<file path="src/hw/rtl/kwm_pkg.sv">
// Shared types and constants for the k-way sorted merge unit.
// Holds item kinds, result status codes, controller states and the list table controls.
// No dependencies.
`timescale 1ns / 1ps

package kwm_pkg;

  // Fixed port field widths.
  localparam int unsigned KindW    = 2;
  localparam int unsigned ListIdxW = 4;
  localparam int unsigned ValueW   = 16;
  localparam int unsigned StatusW  = 3;
  localparam int unsigned SrcW     = 4;

  // Kind of an input item.
  typedef enum logic [KindW-1:0] {
    KindLoad  = 2'd0,
    KindTake  = 2'd1,
    KindClear = 2'd2,
    KindNone  = 2'd3
  } kind_e;

  // Status of a result item.
  typedef enum logic [StatusW-1:0] {
    StatLoaded  = 3'd0,
    StatDropped = 3'd1,
    StatTaken   = 3'd2,
    StatEmpty   = 3'd3,
    StatCleared = 3'd4
  } status_e;

  // Controller states.
  typedef enum logic [1:0] {
    StIdle   = 2'd0,
    StLookup = 2'd1,
    StFetch  = 2'd2
  } state_e;

  // Controls from the controller to the list table.
  typedef struct packed {
    logic rd_en;
    logic wr_en;
    logic clear;
  } tbl_ctrl_t;

endpackage

</file>
<file path="src/hw/rtl/kwm_list_table.sv">
// List table: read position and fill level of every list in a synchronous memory.
// A valid bit per entry makes a clear take effect at once; depends on kwm_pkg.
`timescale 1ns / 1ps

module kwm_list_table
  import kwm_pkg::*;
#(
  parameter int unsigned LISTS      = 16,
  parameter int unsigned LIST_DEPTH = 512
) (
  input  logic                             clk_i,
  input  logic                             rst_ni,
  input  tbl_ctrl_t                        ctrl_i,
  input  logic [$clog2(LISTS)-1:0]         rd_addr_i,
  input  logic [$clog2(LISTS)-1:0]         wr_addr_i,
  input  logic [$clog2(LIST_DEPTH+1)-1:0]  wr_rpos_i,
  input  logic [$clog2(LIST_DEPTH+1)-1:0]  wr_fill_i,
  output logic [$clog2(LIST_DEPTH+1)-1:0]  rd_rpos_o,
  output logic [$clog2(LIST_DEPTH+1)-1:0]  rd_fill_o
);

  localparam int unsigned PW = $clog2(LIST_DEPTH + 1);

  logic [2*PW-1:0] mem [LISTS];
  logic [2*PW-1:0] rdata_q;
  logic [LISTS-1:0] valid_q;
  logic            hit_q;

  // Entry storage, written back by the controller.
  always_ff @(posedge clk_i) begin
    if (ctrl_i.wr_en) begin
      mem[wr_addr_i] <= {wr_rpos_i, wr_fill_i};
    end
    if (ctrl_i.rd_en) begin
      rdata_q <= mem[rd_addr_i];
    end
  end

  // Valid bits: a single clear empties every list.
  always_ff @(posedge clk_i or negedge rst_ni) begin
    if (!rst_ni) begin
      valid_q <= '0;
      hit_q   <= 1'b0;
    end else begin
      if (ctrl_i.clear) begin
        valid_q <= '0;
      end else if (ctrl_i.wr_en) begin
        valid_q[wr_addr_i] <= 1'b1;
      end
      if (ctrl_i.rd_en) begin
        hit_q <= valid_q[rd_addr_i];
      end
    end
  end

  // An entry that is not valid reads as an empty list.
  assign rd_rpos_o = hit_q ? rdata_q[2*PW-1:PW] : '0;
  assign rd_fill_o = hit_q ? rdata_q[PW-1:0] : '0;

endmodule

</file>
<file path="config.mk">
export PLATFORM = sky130hd
export DESIGN_NAME = kwm_list_table
export DESIGN_NICKNAME = d
export VERILOG_FILES = /design/src/hw/rtl/kwm_pkg.sv /design/src/hw/rtl/kwm_list_table.sv
export SDC_FILE = /design/constraint.sdc
export NUM_CORES = 1
export LEC_CHECK = 0
export BUFFER_PORTS_ARGS = -buffer_cell sky130_fd_sc_hd__buf_4
export CORE_UTILIZATION = 35
export CTS_BUF_LIST = sky130_fd_sc_hd__clkbuf_4 sky130_fd_sc_hd__clkbuf_8
export CTS_CLUSTER_SIZE = 25
export DETAILED_ROUTE_END_ITERATION = 12
export GPL_TIMING_DRIVEN = 0
export HOLD_SLACK_MARGIN = 0.06
export PLACE_DENSITY_LB_ADDON = 0.2
export SYNTH_ARGS = -nofsm -noshare
export SYNTH_HDL_FRONTEND = slang
export SYNTH_SLANG_ARGS = --single-unit
</file>
<file path="constraint.sdc">
create_clock -name clk_i -period 1.85 [get_ports clk_i]
set_input_delay 0 -clock clk_i [delete_from_list [all_inputs] [get_ports clk_i]]
set_output_delay 0 -clock clk_i [all_outputs]
set_load 0.05 [all_outputs]
</file>
==> results.sh <==
export IMPL_placed_cell_area_um2=15100
export IMPL_die_area_um2=40000
export IMPL_drc=0
export IMPL_ys_top_cells_by_area="edfxtp_1 74%, mux4_1 9.2%, mux4_2 9.2%"
export IMPL_drt_iter0_drc=417
export IMPL_synth_top_cells_by_count="340 x edfxtp_1, 56 x mux4_2, 48 x mux4_1, 44 x nor2_1, 20 x and2_1"
export IMPL_antenna_found_initial=0
export IMPL_p_leak_nw=5.53
export IMPL_cp_slowest_cell="dfrtp_1"
export IMPL_path_cells="buf_2 > and2_1 > buf_4"
export IMPL_cts_tree="built"
export IMPL_crit_start="hit_q"
export IMPL_ir_drop_v=0.000431
export IMPL_required_ns=1.85
export IMPL_hpwl_mm=18.6
export IMPL_grtUsageMet3_pct=2.72
export IMPL_final_setup_viol_count=0
export IMPL_synth_top_area_share_pct=74.4
export IMPL_synth_nets=600
export IMPL_ys_warn_count=0
export IMPL_grt_usage_pct=16.5
export IMPL_comb_power_share_pct=5.7
export IMPL_io_pins=53
export IMPL_die_w_um=200
export IMPL_clk_pin_slew_ns=0.06
export IMPL_clockRootBuffer="clkbuf_8"
export IMPL_core_area_um2=38600
export IMPL_finClkSkew_ns=0.0109
export IMPL_cts_sink_count=357
export IMPL_crit_cells=3
export IMPL_cp_top_family="buffers and inverters"
export IMPL_finalCritPeriodShare_pct=94.5
export IMPL_worst_pin_slew_ns=1.00
export IMPL_swShare_pct=21.2
export IMPL_antenna_left=0
export IMPL_grt_busiest_layer="met2"
export IMPL_syn_area_um2=13700
export IMPL_io_buffers=48
export IMPL_holdPathStages=3
export IMPL_cp_arrival_ns=1.75
export IMPL_outcome="finished, final reports clean"
export IMPL_grt_util_met1_pct=19.4
export IMPL_layout_setup_ws_ns=0.102
export IMPL_num_rows=72
export IMPL_p_int_w=0.0131
export IMPL_worst_setup_path_type="register to output port"
export IMPL_dp_slack_ns=-0.656
export IMPL_clkLatencyLatePin_ns=0.58
export IMPL_max_stage_delay_ns=0.36
export IMPL_synthArstFlopShare_pct=4.76
export IMPL_cts_max_path_buffers=3
export IMPL_post_drt_wl_per_cell_um=24.7
export IMPL_grt_max_degree=22
export IMPL_vias_per_cell=4.96
export IMPL_yosysSeqAreaShare_pct=77.5
export IMPL_critPathLaunchType="register"
export IMPL_synthCells=567
export IMPL_min_from="wr_addr_i[2]"
export IMPL_numCtsBuffers=55
export IMPL_start_util_pct=35.5
export IMPL_p_switching_w=0.00352
export IMPL_cp_max_fo=10
export IMPL_ff2ff_path_depth=2
export IMPL_min_period_ns=1.75
export IMPL_hold_viol=0
export IMPL_die_h_um=200
export IMPL_post_route_util_pct=42.9
export IMPL_worst_path_buf_inv=2
export IMPL_pwr_share_seq_pct=54.9
export IMPL_cap_violations=0
export IMPL_num_vias=6344
export IMPL_area_growth_pct=20.7
export IMPL_ys_flop_type="edfxtp_1"
export IMPL_yosys_area_top_type="edfxtp_1"
export IMPL_yosysMostFrequentCell="edfxtp_1"
export IMPL_fin_nets=746
export IMPL_fillers=3266
export IMPL_reg2reg_from="mem[13][7]"
export IMPL_end_kind="output port"
export IMPL_rsz0062_at_grt="false"
export IMPL_avgSynthCellArea_um2=24.2
export IMPL_cts_htree_levels=2
export IMPL_grt_pass1_wl_mm=45.5
export IMPL_drv_slew=0
export IMPL_dp_cells=1145
export IMPL_synth_edf_count=340
export IMPL_grt_overflow=0
export IMPL_clkPwrFrac_pct=39.4
export IMPL_regToRegSetupSlack_ns=0.19
export IMPL_holdWs_ns=0.128
export IMPL_ys_types=19
export IMPL_gp_congestion=0.690
export IMPL_met2_usage_pct=30.5
export IMPL_clock_fmax_mhz=572
export IMPL_hp_class="primary input to register"
export IMPL_routed_wirelength_mm=31.6
export IMPL_ys_seq_elements=357
export IMPL_stdcell_area_um2=16600
export IMPL_p_per_area_nw_per_um2=1000
export IMPL_drive_gt1_share_pct=30.9
export IMPL_relSlewSlack_pct=33.1
export IMPL_firstDrtPassIters=6
export IMPL_diodes=0
export IMPL_grt_pass1_vias=6907
export IMPL_instances_no_fill=1278
-- registers in the layout, summed over array words and instances (netlist names) --
name     cells
hit_q        1
mem        320
rdata_q     20
valid_q     16
-- area by class of cell --
cell class | instances | area (um^2) | share of cell area, %
clock buffers | 73 | 936 | 5.65
multi-input cells | 183 | 3050 | 18.4
plain buffers | 27 | 175 | 1.06
flip-flops and latches | 357 | 10600 | 64.2
clock inverters | 31 | 191 | 1.16
well taps | 518 | 648 | 3.91
repair buffers | 89 | 926 | 5.59
-- power groups by stage --
stage | combinational (W) | sequential, W | clock, W
2_1_floorplan | 0.000492 | 0.00926 | 0
3_3_place_gp | 0.000837 | 0.00927 | 0
3_5_place_dp | 0.000911 | 0.00927 | 0
4_1_cts | 0.000964 | 0.00911 | 0.00670
5_1_grt | 0.00100 | 0.00911 | 0.00705
6_report | 0.000943 | 0.00910 | 0.00653
-- path summary, 6_finish.rpt --
kind / end
max: rd_rpos_o[9]
min: mem[0][16]
max reg2reg: rdata_q[7]
min reg2reg: valid_q[4]
max in group asynchronous: valid_q[2]
min in group asynchronous: valid_q[13]
-- cells in the final DEF, fill, tap and decap left out --
cell type      instances
buf_2                  5
buf_16                 6
clkbuf_2               2
bufinv_16              2
buf_12                 5
dfrtp_1               17
clkbuf_8              62
nand3_1                1
nand3b_1               2
clkinvlp_4             3
nor3_4                 4
nor2_1                32
dlygate4sd3_1         29
clkbuf_1              13
clkinv_1              17
nor2_4                12
nand2_1                1
clkbuf_4              11
buf_4                 48
mux4_2                56
mux2_2                 1
buf_6                  5
and2_1                20
buf_8                  3
edfxtp_1             340
clkinv_2               9
nand2b_1               2
mux4_1                48
mux2i_1                3
or3b_2                 1
-- kinds of logic after synthesis --
kind of cell / Yosys count / share of synthesized area, %
and+or+nand+nor: 75 / 2.59
buffers and inverters: 27 / 1.25
DFF: 357 / 77.5
muxes: 108 / 18.7
-- worst min-delay path: cells and delay by family --
kind	cells	cell delay (ns)
buf+inv	1	0.09
simple gates	2	0.42
-- metrics by stage --
| stage | TNS [ns] | total power (W) |
|---|---|---|
| 2_1_floorplan | 0 | 0.00975 |
| 3_3_place_gp | -368.71 | 0.0101 |
| 3_5_place_dp | -12.33 | 0.0102 |
| 4_1_cts | 0 | 0.0168 |
| 5_1_grt | 0 | 0.0172 |
| 6_report | 0 | 0.0166 |
-- layer usage --
| layer | part of all wire [%] | routed length (um) |
|---|---|---|
| met5 | 0 | 0 |
| met4 | 1.8 | 580 |
| met3 | 4.2 | 1340 |
| met2 | 55 | 17400 |
| met1 | 39 | 12300 |
-- repair_timing --
| action | in CTS | in global routing |
|---|---|---|
| gates resized for setup | 3 | 1 |
| setup endpoints to repair | 23 | 1 |
| hold buffers | 29 | 0 |
| buffers inserted | 0 | 0 |
| cloned | 0 | 0 |
| endpoints found under the hold margin | 434 | 0 |
No activity file was read; power rests on OpenSTA's default activity.
