File: src/hw/rtl/kwm_min_tree.sv
// Comparator tree that finds the smallest cached head among the non-empty lists.
// Ties resolve to the lowest list index; no dependencies.
`timescale 1ns / 1ps

module kwm_min_tree #(
  parameter int unsigned LISTS       = 16,
  parameter int unsigned VALUE_WIDTH = 16
) (
  input  logic [LISTS-1:0]                  valid_i,
  input  logic [LISTS-1:0][VALUE_WIDTH-1:0] heads_i,
  output logic                              found_o,
  output logic [$clog2(LISTS)-1:0]          idx_o,
  output logic [VALUE_WIDTH-1:0]            value_o
);

  localparam int unsigned LW    = $clog2(LISTS);
  localparam int unsigned LEAFS = 1 << LW;
  localparam int unsigned NODES = 2 * LEAFS - 1;

  logic                          node_vld [NODES];
  logic signed [VALUE_WIDTH-1:0] node_val [NODES];
  logic [LW-1:0]                 node_idx [NODES];

  // Leaves in list order, so a left child always holds the lower indices.
  for (genvar j = 0; j < LEAFS; j++) begin : g_leaf
    if (j < LISTS) begin : g_used
      assign node_vld[LEAFS-1+j] = valid_i[j];
      assign node_val[LEAFS-1+j] = heads_i[j];
      assign node_idx[LEAFS-1+j] = LW'(j);
    end else begin : g_pad
      assign node_vld[LEAFS-1+j] = 1'b0;
      assign node_val[LEAFS-1+j] = '0;
      assign node_idx[LEAFS-1+j] = '0;
    end
  end

  // Left child wins unless the right is strictly smaller or the left is invalid.
  for (genvar i = 0; i < LEAFS - 1; i++) begin : g_node
    logic pick_r;
    assign pick_r = node_vld[2*i+2] &&
                    (!node_vld[2*i+1] || (node_val[2*i+2] < node_val[2*i+1]));
    assign node_vld[i] = node_vld[2*i+1] || node_vld[2*i+2];
    assign node_val[i] = pick_r ? node_val[2*i+2] : node_val[2*i+1];
    assign node_idx[i] = pick_r ? node_idx[2*i+2] : node_idx[2*i+1];
  end

  assign found_o = node_vld[0];
  assign idx_o   = node_idx[0];
  assign value_o = node_val[0];

endmodule

File: config.mk
export PLATFORM = sky130hd
export DESIGN_NAME = kwm_min_tree
export DESIGN_NICKNAME = d
export VERILOG_FILES = /design/src/hw/rtl/kwm_min_tree.sv
export SDC_FILE = /design/constraint.sdc
export NUM_CORES = 1
export LEC_CHECK = 0
export BUFFER_PORTS_ARGS = -buffer_cell sky130_fd_sc_hd__buf_2
export CAP_MARGIN = 15
export CELL_PAD_IN_SITES_DETAIL_PLACEMENT = 1
export CELL_PAD_IN_SITES_GLOBAL_PLACEMENT = 1
export CORE_MARGIN = 5
export CORE_UTILIZATION = 35
export DETAILED_ROUTE_END_ITERATION = 8
export GPL_ROUTABILITY_DRIVEN = 0
export PLACE_DENSITY_LB_ADDON = 0.1
export SLEW_MARGIN = 20
export SYNTH_ARGS = -nofsm -noshare
export SYNTH_HDL_FRONTEND = slang
export SYNTH_SLANG_ARGS = --single-unit
File: constraint.sdc
create_clock -name vclk -period 14.43
set_input_delay 2.886 -clock vclk [all_inputs]
set_output_delay 2.886 -clock vclk [all_outputs]
set_load 0.05 [all_outputs]
==> results of run 1 <==
## cells in the final DEF (no fill, tap or decap), drive strengths merged, types with 32 or more instances in the layout
cell type / instances
buf: 519
inv: 240
ha: 225
mux2i: 160
a21oi: 97
nor2: 73
nand2: 48
o21ai: 43
a21o: 42
mux2: 33
o21a: 32
## path summary, 6_finish.rpt
check             endpoint  slack [ps]  cells after the start   startpoint
setup / recovery  idx_o[1]         -20                     43  heads_i[63]
hold / removal     found_o        6560                      5  valid_i[10]
## power groups by stage
stage	Sequential, mW	Clock (mW)	Combinational (mW)
2_1_floorplan	0	0	1.08
3_3_place_gp	0	0	1.84
3_5_place_dp	0	0	1.86
4_1_cts	0	0	1.92
5_1_grt	0	0	2.29
6_report	0	0	2.16
## tightest hold or removal path: stages
cell	delay, ps
buf_2	100
nor2_1	80
nand3_1	170
or2_2	170
buf_2	260
## metal layers
layer	global-route usage [%]	share of wire [%]
met1	26.7	42
met2	43.7	53
met3	2.07	3.7
met4	3.49	2.0
met5	0	0
## cell families (layout without fill, tap and decap cells)
family          after synthesis  after routing  synth area share [%]
buf+inv                     272            759                  11.8
compound gates              306            306                  22.8
mux                         193            193                  21.5
xor+xnor                      1              1                0.0937
fa+ha+maj                   225            225                  30.1
simple gates                254            254                  13.7
## stage by stage
stage,setup slack [ps],cell area [um2],hold WS (ps),power [mW]
2_1_floorplan,-59.2,9420,6150,1.08
3_3_place_gp,-623,12800,6530,1.84
3_5_place_dp,-739,12800,6540,1.86
4_1_cts,41.3,13000,6540,1.92
5_1_grt,-397,14100,6610,2.29
6_report,-15.9,14100,6560,2.16
## what timing repair did
item | 4_1_cts | 5_1_grt
gates cloned | 0 | 2
gates resized for setup | 46 | 158
setup endpoints to repair | 20 | 20
pin swaps | 15 | 50
setup buffers | 10 | 27
## area by class of cell
type | count | area [um2]
tap | 335 | 419
timing repair buffer | 519 | 3540
inverter | 240 | 903
multi-input combinational | 979 | 9200
fill | 3288 | 12100
==> metrics.txt, run 1 <==
Yosys cell types 76; PortBufs 293; Logic pwr share 100.0%; CP Launch Type input port; antenna-violating nets left 0; delay-heaviest family, CP compound AO/OA/AOI/OAI gates; first-pass GRT wire length 56,900 um; Period minus WS final 14,450 ps; RSZ-0062 raised after global routing true; fin cells 2,073; post-route setup TNS -20.1 ps; DR vias 11,069; Initial Utilization 35.7%; DP Cell Count 2,034; most common cell in the netlist inv_1; share of cells above drive strength 1 41.3%; pwr dens 153 nW/um2; routed vias/inst 5.34; Peak VDD IR 0.235 mV; CP endpoint kind primary output; period utilisation layout 100%; area leader, netlist ha_1; Worst slew margin 31.6%; synth-to-layout area growth 50.4%; WS Path Type input port to primary output; Mean Syn Cell Area 7.48 um2; sequential power share 0%; DIE WIDTH 173 um; P_sw 1.12 mW; most used cell, CP a21o_1; LEAKAGE 7.82 nW; Die Footprint 30,100 um2; Hold Violations, Final 0; Core ar. 26,200 um2; Slowest Stage Delay on Critical Path 520 ps; fin nets 2,237; Clk pwr share 0%; Max stage delay cell, worst path o41ai_4; FFs & Latches 0; synth top area cells ha_1, mux2i_1, inv_1, a21oi_1, mux2_2; # rows 59; final core utilization 53.7%; Tot GR Track Use 22.3%; Final Max Tran Viols 0; status finished, violations left; register area share after synthesis 0%; Setup WS post-layout -15.9 ps; Final setup viols 2; First-pass DRT Iterations 4; per-cell routed wire length 18.8 um; vias in the first global route 11,765; worst path required time 11,540 ps; I/O pins 293; Crit path arrival time 11,560 ps; die height 173 um; share of the synthesized area in the top cell type 30.1%; Max Freq 69.2 MHz; synthesized net count 1,748; Net Sw Frac 51.7%; final wirelength 39,000 um; crit path max fanout 5; Seq. cell area 0 um2; Cell Area, Synth 9350 um2; Slew @ Worst Pin 1020 ps; Post-synth top cells inv_1, ha_1, mux2i_1; clkbuf count 0; Hold Path Class input port to primary output; synth warn 0; cts hold-fix bufs 0; failing checks setup timing; initial antenna violation count 0; Cell Int Power 1.04 mW; largest net degree at the start of global routing 19; Remaining DRCs 0; Worst Path Buf+Inv 10; DRT iter0 DRCs 356; ant diodes 0; Post-DP HPWL 32,700 um; GRT overflow 0; Syn Inst Count 1,251; max-cap violations 0
Note: power is estimated with default switching activity, not from simulation.
==> inputs of run 2 (changes only) <==
--- a/config.mk
+++ b/config.mk
@@ -14,6 +14,7 @@
 export DETAILED_ROUTE_END_ITERATION = 8
 export GPL_ROUTABILITY_DRIVEN = 0
 export PLACE_DENSITY_LB_ADDON = 0.1
+export RECOVER_POWER = 100
 export SLEW_MARGIN = 20
 export SYNTH_ARGS = -nofsm -noshare
 export SYNTH_HDL_FRONTEND = slang
==> run 2 against run 1 <==
  * The flow still finishes with violations (setup timing)
  * Global-route usage unchanged
  * Sequential share of layout area unchanged
  * Combinational power hardly changed
  * Design area hardly changed
  * Worst hold slack improved by 140 ps
  * Via count about the same
  * Maximum frequency barely moved
  * First-iteration DRC count down 2.5%
  * Worst setup slack lost 3.3 ps
  * Largest cell class unchanged
==> metrics.txt, run 2 (synthesis gave the netlist of run 1 again) <==
clkbuf count 0 (unchanged); Initial Utilization 35.7% (unchanged); Setup WS post-layout -19.2 ps (-3.32 ps); synth-to-layout area growth 50.4% (about the same); share of cells above drive strength 1 41.2% (-0.058 points); Die Footprint 30,100 um2 (unchanged); Hold Path Class input port to primary output; Design Area, Final 14,100 um2 (about the same); DR vias 11,060 (-0.081%); routed vias/inst 5.34 (about the same); DRT iter0 DRCs 347 (-2.5%); status finished, violations left; Max stage delay cell, worst path o41ai_4; PnR Total Power 2.16 mW (about the same); Core ar. 26,200 um2 (unchanged); per-cell routed wire length 18.8 um (about the same); Post-DP HPWL 32,700 um (unchanged); worst path required time 11,540 ps (about the same); period utilisation layout 100% (about the same); WHS 6700 ps (+144 ps); commonest non-fill, non-tap cell in the layout buf_2; Period minus WS final 14,450 ps (+3.32 ps); Tot GR Track Use 22.3% (unchanged); Crit path arrival time 11,560 ps (about the same); placed cell area 12,800 um2 (unchanged); vias in the first global route 11,765 (unchanged); largest net degree at the start of global routing 19 (unchanged); first-pass GRT wire length 56,900 um (unchanged); post-route setup TNS -29.4 ps (-9.27 ps); GRT overflow 0 (unchanged); hold path cells 6 (+1); final wirelength 39,000 um (about the same); Hold Path End idx_o[0]; fin nets 2,237 (unchanged); ant diodes 0 (unchanged); DIE WIDTH 173 um (unchanged); Peak VDD IR 0.235 mV (about the same); CP endpoint kind primary output; I/O pins 293 (unchanged); Worst slew margin 31.6% (about the same); PortBufs 293 (unchanged); crit path max fanout 5 (unchanged); RSZ-0062 raised after global routing true; Slowest Stage Delay on Critical Path 520 ps (about the same); initial antenna violation count 0 (unchanged); WS Path Type input port to primary output; First-pass DRT Iterations 5 (+1); LEAKAGE 7.82 nW (about the same); failing checks setup timing; antenna-violating nets left 0 (unchanged); Final setup viols 4 (+2); worst hold start valid_i[0]; commonest cells after routing, fill and taps aside buf_2, inv_1, buf_4; most used cell, CP a21o_1; Max Freq 69.2 MHz (about the same); CP Launch Type input port; DP Worst Slack -739 ps (unchanged); pwr dens 153 nW/um2 (about the same); FFs & Latches 0 (unchanged); Slew @ Worst Pin 1020 ps (+0.00820 ps); Seq. cell area 0 um2 (unchanged); max-cap violations 0 (unchanged); Remaining DRCs 0 (unchanged); die height 173 um (unchanged); Hold Violations, Final 0 (unchanged); # rows 59 (unchanged); Final Max Tran Viols 0 (unchanged)
## run 2: changes by cell type in the layout (fill, tap and decap cells not counted), sizes merged
cell    change
buf         -1
clkbuf      +1
## run 2: final cells by class
class,count,area [um2]
fill,3287,12100
inverter,240,903
multi-input combinational,979,9200
tap,335,419
timing repair buffer,519,3540
## run 2: per-stage QoR
| step | utilization [%] | cells |
|---|---|---|
| after global placement | 48.7 | 2034 |
| after floorplan | - | 1251 |
| after detailed placement | 48.7 | 2034 |
| final | 53.7 | 2073 |
| after CTS | 49.6 | 2044 |
| after global routing | 53.7 | 2073 |
## run 2: repair_timing
| item | CTS | global route |
|---|---|---|
| setup buffers | 10 | 27 |
| pin swaps | 15 | 50 |
| hold buffers | 0 | 0 |
| cloned | 0 | 2 |
| endpoints found under the setup margin | 20 | 20 |
| gates resized for setup | 46 | 158 |
## run 2: worst max-delay path, delay by kind of cell
kind	cells	cell delay, ps
compound gates	22	4690
fa+ha+maj	4	860
buf+inv	10	1550
mux	3	850
simple gates	4	720
## run 2: power by group
| group | leakage (nW) | internal [mW] | switching (mW) |
|---|---|---|---|
| sequential | 0 | 0 | 0 |
| combinational | 7.82 | 1.04 | 1.12 |
| clock | 0 | 0 | 0 |
| total | 7.82 | 1.04 | 1.12 |
## run 2: worst max-delay path by stage
stage                            from          to  slack, ps
final                     heads_i[63]    idx_o[1]        -20
after global routing      heads_i[13]    idx_o[1]       -400
after CTS                 heads_i[45]    idx_o[1]         40
after detailed placement  heads_i[45]  value_o[9]       -740
after global placement    heads_i[47]  value_o[6]       -620
after floorplan           heads_i[47]    idx_o[0]        -60
## run 2: metal layers
| layer | track usage (%) | part of all wire (%) | vias to the layer above | routed length (um) |
|---|---|---|---|---|
| met3 | 2.07 | 3.6 | 55 | 1410 |
| met2 | 43.7 | 53 | 269 | 20500 |
| li1 | - | - | 5461 | - |
| met1 | 26.7 | 42 | 5275 | 16300 |
| met4 | 3.49 | 2.0 | 0 | 779 |
| met5 | 0 | 0 | - | 0 |
